## src/rtl/core/sac_pkg.sv

```systemverilog
// Shared types and constants for the size class reuse allocator.
`default_nettype none
package sac_pkg;

  localparam int DEF_ADDR_BITS       = 20;
  localparam int DEF_NUM_CLASSES     = 16;
  localparam int DEF_SLOTS_PER_CLASS = 16;

  // request type codes
  localparam logic [1:0] REQ_PROBE = 2'd0;
  localparam logic [1:0] REQ_ALLOC = 2'd1;
  localparam logic [1:0] REQ_FREE  = 2'd2;

  // command broadcast to the class cells
  typedef enum logic [1:0] {
    OP_NONE   = 2'd0,
    OP_POP    = 2'd1,
    OP_PUSH   = 2'd2,
    OP_INSERT = 2'd3
  } cell_op_t;

endpackage
`default_nettype wire

```

## src/rtl/core/sac_cell.sv

```systemverilog
// One size class cell: size, fill level and stack bank, shifts right on insert.
`default_nettype none
module sac_cell import sac_pkg::*; #(
  parameter int SZW = 21,
  parameter int FW  = 5,
  parameter int BW  = 4
) (
  input  wire logic           clk,
  input  wire logic           rst_n,
  input  wire logic [SZW-1:0] req_size,
  input  wire cell_op_t       cmd_op,
  input  wire logic [BW-1:0]  cmd_bank,
  input  wire logic           pass_in,
  input  wire logic           prev_valid,
  input  wire logic [SZW-1:0] left_size,
  input  wire logic [FW-1:0]  left_fill,
  input  wire logic [BW-1:0]  left_bank,
  output logic                pass_out,
  output logic                valid,
  output logic                hit,
  output logic [SZW-1:0]      size,
  output logic [FW-1:0]       fill,
  output logic [BW-1:0]       bank
);

  logic           valid_r, valid_nxt;
  logic [SZW-1:0] size_r, size_nxt;
  logic [FW-1:0]  fill_r, fill_nxt;
  logic [BW-1:0]  bank_r, bank_nxt;
  logic           ge;

  assign ge       = size_r >= req_size;
  assign pass_out = valid_r && ge;
  assign hit      = !pass_in && prev_valid && (!valid_r || ge);
  assign valid    = valid_r;
  assign size     = size_r;
  assign fill     = fill_r;
  assign bank     = bank_r;

  always_comb begin
    valid_nxt = valid_r;
    size_nxt  = size_r;
    fill_nxt  = fill_r;
    bank_nxt  = bank_r;
    case (cmd_op)
      OP_INSERT: begin
        if (pass_in) begin
          valid_nxt = 1'b1;
          size_nxt  = left_size;
          fill_nxt  = left_fill;
          bank_nxt  = left_bank;
        end else if (hit) begin
          valid_nxt = 1'b1;
          size_nxt  = req_size;
          fill_nxt  = FW'(1);
          bank_nxt  = cmd_bank;
        end
      end
      OP_PUSH: if (hit) fill_nxt = fill_r + FW'(1);
      OP_POP:  if (hit) fill_nxt = fill_r - FW'(1);
      default: ;
    endcase
  end

  always_ff @(posedge clk) begin
    if (!rst_n) begin
      valid_r <= 1'b0;
      fill_r  <= '0;
    end else begin
      valid_r <= valid_nxt;
      fill_r  <= fill_nxt;
    end
    size_r <= size_nxt;
    bank_r <= bank_nxt;
  end

endmodule
`default_nettype wire

```

## config.mk

```make
export PLATFORM = sky130hd
export DESIGN_NAME = sac_cell
export DESIGN_NICKNAME = d
export VERILOG_FILES = /design/src/rtl/core/sac_pkg.sv /design/src/rtl/core/sac_cell.sv
export SDC_FILE = /design/constraint.sdc
export NUM_CORES = 1
export LEC_CHECK = 0
export BUFFER_PORTS_ARGS = -buffer_cell sky130_fd_sc_hd__buf_2
export CAP_MARGIN = 10
export CORE_MARGIN = 3
export CORE_UTILIZATION = 30
export DETAILED_ROUTE_END_ITERATION = 8
export PLACE_DENSITY = 0.54
export SLEW_MARGIN = 20
export SYNTH_ARGS = -nofsm -noshare
export SYNTH_HDL_FRONTEND = slang
export SYNTH_SLANG_ARGS = --single-unit
```

## constraint.sdc

```tcl
create_clock -name clk -period 5.25 [get_ports clk]
set_input_delay 0.2625 -clock clk [delete_from_list [all_inputs] [get_ports clk]]
set_output_delay 0.2625 -clock clk [all_outputs]
set_load 0.02 [all_outputs]
```

---- Word-level counts from Yosys, hierarchy flattened ----
Index checks and enable logic that the tools add are counted.
storage, ports and cells
  bits in registers ....................... 31
  input bits .............................. 61
  output and inout port bits .............. 33
  logic and storage cells ................. 34
cells by class
  add/subtract/negate cells ............... 2
  magnitude comparators ................... 1
  equality and inequality tests ........... 6
  muxes and demuxes ....................... 11
  reductions and logical operators ........ 10
operators by type and width
  cell                   count
  $mux W21               2
  $ge A21 B21 Y1         1
  $mux W5                4
  $pmux W5 S3            1
  $mux W4                2
  $add A5 B1 Y5 const B  1
  $sub A5 B1 Y5 const B  1
  $eq A2 B2 Y1 const B   2
  $ne A2 B2 Y1 const B   2
  $reduce_and A4 Y1      1
  $logic_and A1 B1 Y1    3
  $ne A3 B3 Y1 const B   1
  $reduce_bool A3 Y1     1
  $eq A2 B1 Y1 const B   1
  $logic_not A1 Y1       2
  $mux W1                2
  $reduce_and A2 Y1      1
  $reduce_bool A2 Y1     1
  $logic_or A1 B1 Y1     1

---- Longest topological paths before layout ----
Gate-level depths: netlist of the first run.
  depth in word-level cells ............... 6
  depth in mapped cells ................... 10
  depth with buffers taken out ............ 10

---- Worst setup path before layout of the first run ----
No wires, ideal clock.
  path kind ............................... reg-to-reg
  start ................................... register size_r[20] (netlist: size[20])
  end ..................................... register bank_r[0] (netlist: bank[0]) (enable)
  library setup time ...................... 0.442 ns
  arrival ................................. 3.533 ns
  data required time ...................... 4.808 ns
  slack ................................... 1.275 ns
  stages on the path, launching flop included .. 8
  buffers on the path ..................... 0
  clock period less this slack ............ 3.975 ns
  cells stage by stage .................... edfxtp_1 ha_1 nand4_4 nor4_4 o211ai_2 o211ai_2 nor2_1 o21ai_0
on the way
  cells in the longest elaborated chain, start to end .. 5
ends and longest elaborated chain
  what                          RTL line        source
  start: declaration            sac_cell.sv:27  logic [SZW-1:0] size_r, size_nxt;
  start signal: assignment      sac_cell.sv:73  size_r <= size_nxt;
  $ge A21 B21 Y1                sac_cell.sv:32  assign ge = size_r >= req_size;
  $logic_or A1 B1 Y1            sac_cell.sv:34  assign hit = !pass_in && prev_valid && (!valid_r || ge);
  $logic_and A1 B1 Y1           sac_cell.sv:34
  $reduce_bool A2 Y1 (no line)  --
  $reduce_and A2 Y1 (no line)   --
  end signal: assignment        sac_cell.sv:74  bank_r <= bank_nxt;
  end: declaration              sac_cell.sv:29  logic [BW-1:0] bank_r, bank_nxt;
Every way passes these cells.
A chain may end at the register's enable or synchronous reset.

---- Worst setup path in the final report of the first run ----
  start ................................... register size_r[20] (netlist: size[20])
  end ..................................... register size_r[20] (netlist: size[20]) (enable)
on the way
  cells in the longest elaborated chain, start to end .. 5
ends and longest elaborated chain
  what                          RTL line
  $ge A21 B21 Y1                sac_cell.sv:32
  $logic_or A1 B1 Y1            sac_cell.sv:34
  $logic_and A1 B1 Y1           sac_cell.sv:34
  $reduce_bool A2 Y1 (no line)  --
  $reduce_and A2 Y1 (no line)   --
Every way passes these cells.

==> results.yml, run 1 <==
outcome:
  status: "finished clean"
clock_network:
  cts_sinks: 31
  cts_buffers: 5
  clkSlewWorstSetupHoldPaths_ns: 0.07
  ctsRootBufferMaster: "clkbuf_8"
  ctsHtreeMaxLevel: 2
  clk_latency_ns: 0.28
  post_cts_resized: 0
  cts_tree: "yes"
  post_cts_buffers: 0
  ctsHoldBuffers: 0
  clock_path_buffers: 2
synthesis:
  synth_most_common_cell: "nand2_1"
  yosysTopAreaCell: "edfxtp_1"
  syn_nets: 310
  ys_types: 41
  yosysTopAreaCellShare_pct: 35.0
  synth_common_cells: "36 x nand2_1, 29 x inv_1, 29 x o21ai_0"
  yosys_register_bits: 31
  ys_seq_area_share_pct: 40.6
  synth.cell_area_um2: 2150
  synth_edf_count: 25
  synthArstFlopShare_pct: 0
  syn_inst: 220
  synth_flop_cell: "edfxtp_1"
  avgSynthCellArea_um2: 9.76
  ys_warn_count: 0
  netlist_top_cells_area: "edfxtp_1 35%, ha_1 16%, o21ai_0 6.8%"
critical_path:
  crit_buf_inv: 1
  ff2ff_setup_slack_ns: 2.36
  crit_top_cell: "o211ai_2"
  r2r-start: "size[20]$_DFFE_PP_"
  crit_family: "compound AO/OA/AOI/OAI gates"
  r2r_end: "size[20]$_DFFE_PP_"
  cp.required_ns: 5.25
  crit_fanout: 21
  crit_slowest_cell: "o21ai_4"
  end_kind: "flip-flop"
  cp-start-kind: "flip-flop"
  cp_slowest_stage_delay_ns: 0.58
  worstSetupPathType: "reg2reg"
  r2r_cells: 8
  cp_cell_sequence: "ha_1 > nand4_4 > nor4_4 > o211ai_2 > o211ai_2 > nor2_1 > o21ai_4 > buf_4"
  cp.arrival_ns: 2.90
min_path:
  worstHoldPathType: "in2reg"
  hold_path_end: "size[6]$_DFFE_PP_"
  hp-start: "left_size[6]"
  holdPathStages: 3
finish:
  final_cells: 412
  insertedDiodeCount: 0
  drive_gt1_share_pct: 37.3
  syn_to_final_growth_pct: 32.1
  nets: 405
placement:
  dp_hpwl_um: 4060
  place_inst: 404
  portBuffers: 93
  finalWeightedCongestion: 0.767
pwr:
  peakVddDrop_mv: 0.116
  p_per_area_nw_per_um2: 246
  leakage_nw: 1.40
grt:
  grt_first_pass_wirelength_um: 8440
  grt.total_usage_pct: 12.8
  grt_max_degree: 54
  grt_pass1_vias: 1885
  grt_remaining_overflow: 0
  antenna_found_initial: 0
timing:
  drv_slew: 0
  hold_violations: 0
  finalSetupViolations: 0
  worst-slew-pin-transition_ns: 0.664
  slew_headroom_pct: 55.6
  rsz0062_at_grt: "false"
  tns_ns: 0
  fmaxAchievable_mhz: 345
  period_minus_slack_ns: 2.89
  clock_skew_ns: 0.00565
  finalCritPeriodShare_pct: 55.1
floorplan:
  pin_count: 94
  core_um2: 6870
  die_area_um2: 8210
  die_y_um: 90.6
  die_x_um: 90.6
  rows: 30
  initial_core_util_pct: 31.3
route:
  vias_per_cell: 4.43
  drcViolationCount: 0
  maxUsedRoutingLayer: "met4"
  wl_per_cell_um: 12.2
  firstDrtPassIters: 4
  wl_met1_um: 2250
  routed_wl_um: 5040
  antenna_left: 0
  met3_wirelength_um: 339
  wl_met2_um: 2380
  num_vias: 1827
  drt_iter0_drc: 44
job:
  maxCapViolCount: 0
## power breakdown
group,total [mW],switching (mW),leakage (nW),internal [mW]
Combinational,0.169,0.0973,1.06,0.0720
Clock,0.232,0.0931,0.0556,0.139
Sequential,0.296,0.0103,0.284,0.286
## how the worst max path moves through the flow
| stage | from | end | slack [ns] | depth (start not counted) |
|---|---|---|---|---|
| 2_1_floorplan | size[20]$_DFFE_PP_ | bank[0]$_DFFE_PP_ | 1.28 | 7 |
| 3_3_place_gp | req_size[20] | size[18]$_DFFE_PP_ | 2.10 | 10 |
| 3_5_place_dp | size[20]$_DFFE_PP_ | size[19]$_DFFE_PP_ | 2.00 | 8 |
| 4_1_cts | size[20]$_DFFE_PP_ | size[20]$_DFFE_PP_ | 1.99 | 8 |
| 5_1_grt | size[20]$_DFFE_PP_ | size[20]$_DFFE_PP_ | 2.11 | 8 |
| 6_report | size[20]$_DFFE_PP_ | size[20]$_DFFE_PP_ | 2.36 | 8 |
## cell families after synthesis
family / synth area share, %
AOI/OAI and AO/OA: 17.1
xor gates and xnor gates: 1.22
adders and majority gates: 17.2
buffers and inverters: 6.70
DFF: 40.6
muxes: 4.49
and+or+nand+nor: 12.7
## tightest hold or removal path, cell delays in order
cell and delay [ns]:
buf_2 0.07, nand2_1 0.04, o21ai_0 0.06
## through the flow
stage	setup WS, ns	hold slack [ns]	instance area [um2]	utilization (%)	total power [mW]
global placement	2.10	0.470	2720	39.6	0.472
global route	2.11	0.257	2840	41.3	0.745
CTS	1.99	0.252	2830	41.2	0.709
floorplan	1.28	0.454	2150	-	0.412
detailed placement	2.00	0.478	2720	39.6	0.474
finish	2.36	0.258	2840	41.3	0.698
## cell type report
type / instances / area, um2
Clock inverter: 3 / 38.8
Fill cell: 699 / 4030
Inverter: 30 / 113
Timing Repair Buffer: 95 / 480
Clock buffer: 5 / 68.8
Sequential cell: 31 / 871
Tap cell: 96 / 120
Multi-Input combinational cell: 152 / 1140
## registers in the layout, summed over array words and instances (netlist names)
| name | flops |
|---|---|
| fill | 5 |
| size | 21 |
| valid | 1 |
| bank | 4 |
## cell usage in the layout (no fill, tap or decap), types with 3 or more instances in the layout
cell       n
a21o_1     4
a21oi_1    8
buf_2     93
clkbuf_8   5
dfxtp_1    6
edfxtp_1  25
ha_1      28
inv_1     29
mux2_2     5
mux2i_1    4
nand2_1   36
nand3_1    3
nor2_1     4
o21ai_0   28
## routing by layer
metal  GRT usage, %  vias to the layer above
met3           3.83                        7
met4           4.97                        0
li1               -                      959
met1           15.7                      808
met5              0                        -
met2           20.9                       53
Power figures use the tool's default switching activity.
==> inputs of run 2 (changes only) <==
Settings changed: PLACE_DENSITY 0.54 to 0.56.
Clock period 5.25 ns to 2.5 ns, I/O delays scaled along.
==> run 2 against run 1 <==
  * Hold slack got worse by 0.15 ns
  * Power up 120%
  * Sequential cell count stayed put
  * Clock skew rose by 0.00076 ns
  * Largest cell class unchanged
  * Clock-buffer cell count unchanged
  * Design area is 4.6% higher
  * Setup slack got worse by 2.2 ns
==> results.yml, run 2 (synthesis results as in run 1) <==
finish:
  final_util_pct: 43.2
  insertedDiodeCount: 0
  drive_gt1_share_pct: 40.6
  largest_reg_flops: 21
  nets: 407
  syn_to_final_growth_pct: 38.1
  final_common_cell: "buf_2"
  final_cells: 414
  most-common-layout-cells: "93 x buf_2, 35 x nand2_1, 29 x inv_1"
  fin_area_um2: 2970
pwr:
  power.total_mw: 1.51
  leakage_nw: 1.42
  intPower_mw: 1.07
  p_sw_share_pct: 29.3
  p_sw_uw: 441
  p_per_area_nw_per_um2: 508
  p_comb_share_pct: 25.9
  peakVddDrop_mv: 0.209
  seq_power_share_pct: 41.5
  pwr-share-clk_pct: 32.6
timing:
  period_minus_slack_ns: 2.30
  finalCritPeriodShare_pct: 91.8
  rsz0062_at_grt: "false"
  hold_violations: 0
  finalSetupViolations: 0
  worst-slew-pin-transition_ns: 0.487
  clock_skew_ns: 0.00641
  slew_headroom_pct: 67.5
  tns_ns: 0
  fmaxAchievable_mhz: 436
  drv_slew: 0
critical_path:
  crit_fanout: 4
  ff2ff_setup_slack_ns: 0.25
  r2r_cells: 8
  worstSetupStartpoint: "size[14]$_DFFE_PP_"
  cp.arrival_ns: 2.17
  r2r_end: "fill[0]$_SDFFE_PN0P_"
  cp-start-kind: "flip-flop"
  r2r-start: "size[14]$_DFFE_PP_"
  critPathCapture: "hit"
  worstSetupPathType: "reg2out"
  end_kind: "output port"
  cp.required_ns: 2.38
clock_network:
  ctsHoldBuffers: 0
  clk_latency_ns: 0.29
  clock_path_buffers: 2
  ctsRootBufferMaster: "clkbuf_8"
  cts_sinks: 31
  ctsHtreeMaxLevel: 2
  clkSlewWorstSetupHoldPaths_ns: 0.07
  cts_buffers: 5
  cts_tree: "yes"
placement:
  place_inst: 405
  finalWeightedCongestion: 0.840
  placed_cell_area_um2: 2840
  dp_hpwl_um: 4280
  portBuffers: 93
route:
  drt_iter0_drc: 86
  num_vias: 1837
  antenna_left: 0
  routed_wl_um: 5290
  wl_per_cell_um: 12.8
  vias_per_cell: 4.44
  drcViolationCount: 0
  firstDrtPassIters: 4
grt:
  grt_pass1_vias: 1918
  grt.total_usage_pct: 13.3
  antenna_found_initial: 0
  grt_first_pass_wirelength_um: 8850
  grt_remaining_overflow: 0
  grt_max_degree: 52
job:
  maxCapViolCount: 0
min_path:
  worstHoldPathType: "in2reg"
  hp-start: "left_size[8]"
floorplan:
  die_area_um2: 8210
  core_um2: 6870
  rows: 30
  pin_count: 94
  die_x_um: 90.6
  initial_core_util_pct: 31.3
  die_y_um: 90.6
outcome:
  status: "finished clean"
## run 2: critical path, cell delays in order, from the launching register on
cell and delay, ns:
edfxtp_1 0.43, ha_4 0.31, nand4_4 0.11, nor4_4 0.27, o211ai_2 0.15, o211ai_4 0.24
nor2_2 0.08, nor2b_1 0.12, buf_2 0.18
## run 2: worst min path at each step
stage	to	slack (ns)	cells past startpoint
floorplan	size[10]$_DFFE_PP_	0.32	2
global placement	size[9]$_DFFE_PP_	0.41	3
detailed placement	size[2]$_DFFE_PP_	0.42	3
CTS	size[8]$_DFFE_PP_	0.11	3
global route	size[14]$_DFFE_PP_	0.12	3
finish	size[8]$_DFFE_PP_	0.11	3
## run 2: repair_timing
item / 4_1_cts / 5_1_grt
buffers inserted: 0 / 1
setup endpoints to repair: 0 / 1
gates resized for setup: 0 / 2
## run 2: final cells by class
class                   instances  area, um2
multi-input cells             152       1250
clock inverters                 3       38.8
inverters                      30        113
repair buffers                 97        508
clock buffers                   5       68.8
flip-flops and latches         31        871
well taps                      96        120
fillers                       710       3900
## run 2: power by group through the flow
stage | clock (mW) | sequential (mW) | combinational, mW
4_1_cts | 0.509 | 0.625 | 0.390
5_1_grt | 0.534 | 0.629 | 0.444
3_3_place_gp | 0 | 0.635 | 0.383
6_report | 0.492 | 0.625 | 0.390
2_1_floorplan | 0 | 0.675 | 0.210
3_5_place_dp | 0 | 0.636 | 0.389
## run 2: stage by stage
step / setup slack, ns / hold WS (ns)
3_3_place_gp: 0.245 / 0.413
2_1_floorplan: -0.0182 / 0.316
4_1_cts: 0.0806 / 0.107
3_5_place_dp: 0.173 / 0.416
5_1_grt: 0.0225 / 0.119
6_report: 0.204 / 0.112
## run 2: metal layers
| metal | vias up | track usage (%) | share of wire (%) |
|---|---|---|---|
| met5 | - | 0 | 0 |
| li1 | 963 | - | - |
| met2 | 71 | 20.7 | 45 |
| met4 | 0 | 3.06 | 0.72 |
| met1 | 799 | 17.6 | 45 |
| met3 | 4 | 5.00 | 8.7 |
